## config.mk

```make
export PLATFORM = sky130hd
export DESIGN_NAME = bpa_map
export DESIGN_NICKNAME = d
export VERILOG_FILES = /design/src/bpa_pkg.sv /design/src/bpa_map.sv
export SDC_FILE = /design/constraint.sdc
export NUM_CORES = 2
export LEC_CHECK = 0
export ABC_CLOCK_PERIOD_IN_PS = 4520
export BUFFER_PORTS_ARGS = -buffer_cell sky130_fd_sc_hd__clkbuf_2
export CAP_MARGIN = 20
export CELL_PAD_IN_SITES_DETAIL_PLACEMENT = 1
export CELL_PAD_IN_SITES_GLOBAL_PLACEMENT = 2
export CORE_ASPECT_RATIO = 1.25
export CORE_MARGIN = 8
export CORE_UTILIZATION = 40
export DETAILED_ROUTE_END_ITERATION = 16
export HOLD_SLACK_MARGIN = 0.06
export PLACE_DENSITY_LB_ADDON = 0.1
export SYNTH_ARGS = -nofsm -noshare
export SYNTH_HDL_FRONTEND = slang
export SYNTH_SLANG_ARGS = --single-unit
export TNS_END_PERCENT = 1
```

## constraint.sdc

```tcl
create_clock -name clk -period 4.52 [get_ports clk]
set_input_delay 0.678 -clock clk [delete_from_list [all_inputs] [get_ports clk]]
set_output_delay 0.678 -clock clk [all_outputs]
set_load 0.005 [all_outputs]
```

## src/bpa_pkg.sv

```systemverilog
package bpa_pkg;

	localparam int NUM_PAGES = 4096;
	localparam int MAX_RUN   = 64;
	localparam int WORD_W    = 64;
	localparam int NUM_WORDS = NUM_PAGES / WORD_W;
	localparam int BIT_W     = $clog2(WORD_W);
	localparam int ADDR_W    = $clog2(NUM_WORDS);
	localparam int PAGE_W    = 12;
	localparam int LIMIT_W   = 13;
	localparam int COUNT_W   = 7;
	localparam int LG_W      = 3;

	localparam logic OP_ALLOC = 1'b0;
	localparam logic OP_FREE  = 1'b1;

	typedef logic [WORD_W-1:0]  word_t;
	typedef logic [ADDR_W-1:0]  waddr_t;
	typedef logic [LIMIT_W-1:0] page_t;

	typedef struct packed {
		logic               op;
		logic [PAGE_W-1:0]  start_page;
		logic [COUNT_W-1:0] page_count;
	} req_t;

	typedef struct packed {
		logic              success;
		logic [PAGE_W-1:0] first_page;
	} rsp_t;

	typedef struct packed {
		logic   en;
		waddr_t addr;
		word_t  word;
	} map_wr_t;

	// Bits of word w whose page number is at or above x.
	function automatic word_t ge_mask(input page_t x, input waddr_t w);
		logic [LIMIT_W-BIT_W-1:0] upper;
		word_t                    m;
		upper = x[LIMIT_W-1:BIT_W];
		if (upper > (LIMIT_W-BIT_W)'(w)) begin
			m = '0;
		end else if (upper < (LIMIT_W-BIT_W)'(w)) begin
			m = '1;
		end else begin
			m = word_t'('1) << x[BIT_W-1:0];
		end
		return m;
	endfunction

	// Bits of word w whose page number lies in [lo, hi).
	function automatic word_t range_mask(input waddr_t w, input page_t lo, input page_t hi);
		return ge_mask(lo, w) & ~ge_mask(hi, w);
	endfunction

endpackage

```

## src/bpa_map.sv

```systemverilog
module bpa_map (
	input  logic             clk,
	input  logic             arst_n,
	input  logic             rd_en,
	input  bpa_pkg::waddr_t  rd_addr,
	output bpa_pkg::word_t   rd_word,
	input  bpa_pkg::map_wr_t wr
);
	import bpa_pkg::*;

	word_t                mem [NUM_WORDS];
	logic [NUM_WORDS-1:0] written_q;
	word_t                rdata_q;
	logic                 rvalid_q;

	// Storage: no reset on the array itself.
	always_ff @(posedge clk) begin
		if (wr.en) begin
			mem[wr.addr] <= wr.word;
		end
		if (rd_en) begin
			rdata_q <= mem[rd_addr];
		end
	end

	// Never-written words read as all used.
	always_ff @(posedge clk or negedge arst_n) begin
		if (!arst_n) begin
			written_q <= '0;
			rvalid_q  <= 1'b0;
		end else begin
			if (wr.en) begin
				written_q[wr.addr] <= 1'b1;
			end
			if (rd_en) begin
				rvalid_q <= written_q[rd_addr];
			end
		end
	end

	assign rd_word = rvalid_q ? rdata_q : '1;

endmodule

```

==> metrics.md <==
| Metric | Value |
|---|---|
| Status | finished, final reports clean |
| Async S/R FF share, synth | 1.538% |
| CTS tree | built |
| Total placed cells including tap cells | 11684 |
| Number of max-cap violations | 0 |
| Maximum number of pins on one net before global-route repair | 67 |
| Area of the die | 420100 sq um |
| LEAKAGE | 58.03 nW |
| Type of element capturing the critical path | primary output |
| Net count, final | 7064 |
| Achievable clock frequency | 310.2 MHz |
| Total power divided by cell area | 445.8 nW/um^2 |
| Number of instances in the synthesized netlist | 6310 |
| Power Total | 82.90 mW |
| Required time of the worst setup path | 3.84 ns |
| Detail-routed via count per cell | 6.080 |
| Setup repair after global routing missed its margin | no |
| Worst setup path endpoint | rd_word[36] |
| Cell taking the most area after synthesis | sky130_fd_sc_hd__edfxtp_1 |
| Clock transition at the registers of the reported paths | 0.07 ns |
| Part of the Yosys area used for sequential elements | 79.19% |
| # Post-CTS Setup Buffers | 0 |
| Synthesized area per cell | 25.33 sq um |
| Final std cells w/o fill | 12580 |
| Vias in the first global route | 79828 |
| DIE WIDTH | 581.4 microns |
| Routed wire length | 512.5 mm |
| Final count of hold timing violations | 0 |
| Number of buffers added on ports | 143 |
| Area of the core | 397900 sq um |
| First-pass GRT wire length | 695.4 mm |
| Final weighted congestion in routability-driven placement | 0.7395 |
| Router iterations before antenna repair | 5 |
| Setup Total Neg Slack | 0 ns |
| Count of cell types in the netlist | 29 |
| Arrival time at the worst endpoint | 2.55 ns |
| Clock tree skew after final layout | 0.04670 ns |
| Root Buffer | sky130_fd_sc_hd__clkbuf_16 |
| Largest voltage drop on the vdd net | 339.9 uV |
| Crit Path Class | register to primary output |
| Count of boundary I/O pins | 144 |
| Number of buffers created by CTS | 425 |
| Final standard cell utilization of the core | 46.73% |
| Number of buffers between clock root and the deepest sink | 4 |
| Endpoint of the most critical register-to-register path | rdata_q[2] |
| Syn_nets | 6390 |
| DR vias | 76485 |
| Layout cells sized above 1 | 34.88% |
| Critical R2R Launch | mem[47][2] |
| Number of core rows | 259 |
| Number of levels the H-tree was split into | 5 |
| Most used DFF post-synth | sky130_fd_sc_hd__edfxtp_1 |
| Max-slew violation total from the final report | 0 |
| Post-detailed-placement half-perimeter wirelength | 264.8 mm |
| Post-detailed-route count of antenna-violating nets | 0 |
| Slew at the pin closest to its max-slew limit | 1.142 ns |
| Worst Hold Path Cells | 1 |
| Tcrit/Tclk final | 71.32% |
| Final setup viols | 0 |
| Warnings, synthesis | 0 |
| Worst setup path start | rvalid_q |
| Layout area overhead | 16.37% |
| Worst slew slack as a fraction of its limit | 23.47% |
| Initial standard-cell utilization of the core | 40.16% |
| Post-Syn Area | 159800 sq um |
| Antenna violations before repair | 33 |
| FF-to-FF setup slack | 2.20 ns |
| Initial DRC Count | 8405 |
| Global router's overall resource usage | 24.01% |
| Post-synthesis register bit count | 4225 |
| Ranking of synthesized cells by instance count | sky130_fd_sc_hd__edfxtp_1 (4160), sky130_fd_sc_hd__mux4_2 (1289), sky130_fd_sc_hd__clkbuf_1 (182), sky130_fd_sc_hd__a22oi_1 (132), sky130_fd_sc_hd__buf_2 (90) |
| Overflow after GRT | 0 |
| Minimum period implied by the final worst setup slack | 3.224 ns |
| Number of enable flip-flop cells after synthesis | 4160 |
| Cell with the most instances after synthesis | sky130_fd_sc_hd__edfxtp_1 |
| Remaining DRCs | 0 |
| CTS sink cnt | 4225 |
| Per-cell routed wire length | 40.74 microns |
| Startpoint Class | register |
| Top-area cell type share of the netlist area | 78.17% |
| Clock latency of the later-clocked register in the worst-skew pair | 1.02 ns |
| Logic depth of the worst register-to-register path | 4 |
| Hold slack | 0.08688 ns |
| Die extent in y | 722.7 microns |
| Most area-consuming cells after synthesis | sky130_fd_sc_hd__edfxtp_1 (78%), sky130_fd_sc_hd__mux4_2 (18%), sky130_fd_sc_hd__dfrtp_1 (1.0%) |
| Type of the most critical hold path | primary input to register |
| Number of inserted filler cells in the final layout | 34698 |
| Highest net fanout along the worst path | 20 |
## layout by cell type (no fill, tap or decap), types with 5 or more instances in the layout
cell / count
sky130_fd_sc_hd__mux4_2: 1289
sky130_fd_sc_hd__clkbuf_2: 137
sky130_fd_sc_hd__buf_16: 6
sky130_fd_sc_hd__clkinv_2: 78
sky130_fd_sc_hd__dfrtp_1: 64
sky130_fd_sc_hd__a22oi_1: 132
sky130_fd_sc_hd__inv_6: 9
sky130_fd_sc_hd__nand3_1: 10
sky130_fd_sc_hd__clkinv_1: 107
sky130_fd_sc_hd__diode_2: 14
sky130_fd_sc_hd__bufinv_16: 38
sky130_fd_sc_hd__inv_16: 8
sky130_fd_sc_hd__buf_4: 185
sky130_fd_sc_hd__nand2_1: 74
sky130_fd_sc_hd__dlygate4sd3_1: 30
sky130_fd_sc_hd__mux2i_1: 20
sky130_fd_sc_hd__clkbuf_16: 430
sky130_fd_sc_hd__nor2_4: 63
sky130_fd_sc_hd__nand2b_1: 67
sky130_fd_sc_hd__nor2b_1: 5
sky130_fd_sc_hd__clkinvlp_4: 12
sky130_fd_sc_hd__buf_12: 218
sky130_fd_sc_hd__edfxtp_1: 4160
sky130_fd_sc_hd__clkbuf_1: 95
sky130_fd_sc_hd__or2_2: 65
sky130_fd_sc_hd__nor2_1: 5
## metal layers
layer  GRT usage, %  share of wire, %  vias to the layer above
met2          41.81                51                     2563
met5              0             0.021                        -
met3          3.029               5.3                      638
met1          32.67                41                    44334
met4          5.141               2.3                       18
li1               -                 -                    28932
## through the flow
stage               setup slack [ns]  instance area, sq um
floorplan                     -1.614                159800
global placement              0.6893                170700
detailed placement            0.6558                170700
CTS                            1.163                184300
global route                   1.218                186000
finish                         1.296                186000
## cell type report
cell class,count,area [sq um],area share (%)
flip-flops and latches,4225,126600,68.05
clock buffers,528,11160,6.000
inverters,3,11.26,0.006055
repair buffers,581,6965,3.745
diodes,14,35.03,0.01884
multi-input cells,1748,32290,17.36
clock inverters,261,2430,1.307
well taps,5220,6531,3.512
## worst max-delay path: stages (launching register included)
cell,delay (ns)
sky130_fd_sc_hd__dfrtp_4,0.77
sky130_fd_sc_hd__buf_4,0.38
sky130_fd_sc_hd__nand2b_1,0.14
sky130_fd_sc_hd__clkbuf_2,0.14
## worst min path at each step
stage	startpoint	to	slack, ns
2_1_floorplan	arst_n	rvalid_q	0.38
3_3_place_gp	written_q[28]	written_q[28]	0.45
3_5_place_dp	written_q[13]	written_q[13]	0.45
4_1_cts	rd_addr[3]	rvalid_q	0.17
5_1_grt	wr[5]	mem[52][5]	0.06
6_report	wr[5]	mem[53][5]	0.09
## repair_timing
item,4_1_cts,5_1_grt
resized for setup,0,0
hold endpoints to repair,30,212
hold buffers,1,29
## logic make-up after synthesis
kind of cell / share of synthesized area, %
AND/OR/NAND/NOR: 0.9474
flip-flops: 79.19
buffers and inverters: 0.9231
multiplexers: 18.29
AO/OA/AOI/OAI: 0.6530
## where the power goes
| group | total [mW] | switching, mW | internal, mW |
|---|---|---|---|
| sequential | 43.7 | 0.203 | 43.5 |
| combinational | 4.16 | 2.33 | 1.83 |
| clock | 35.1 | 15.4 | 19.7 |
## state kept, by name, summed over array words and instances, names as in the netlist
register / cells
mem: 4096
written_q: 64
rvalid_q: 1
rdata_q: 64
(Power assumes the default switching activity.)
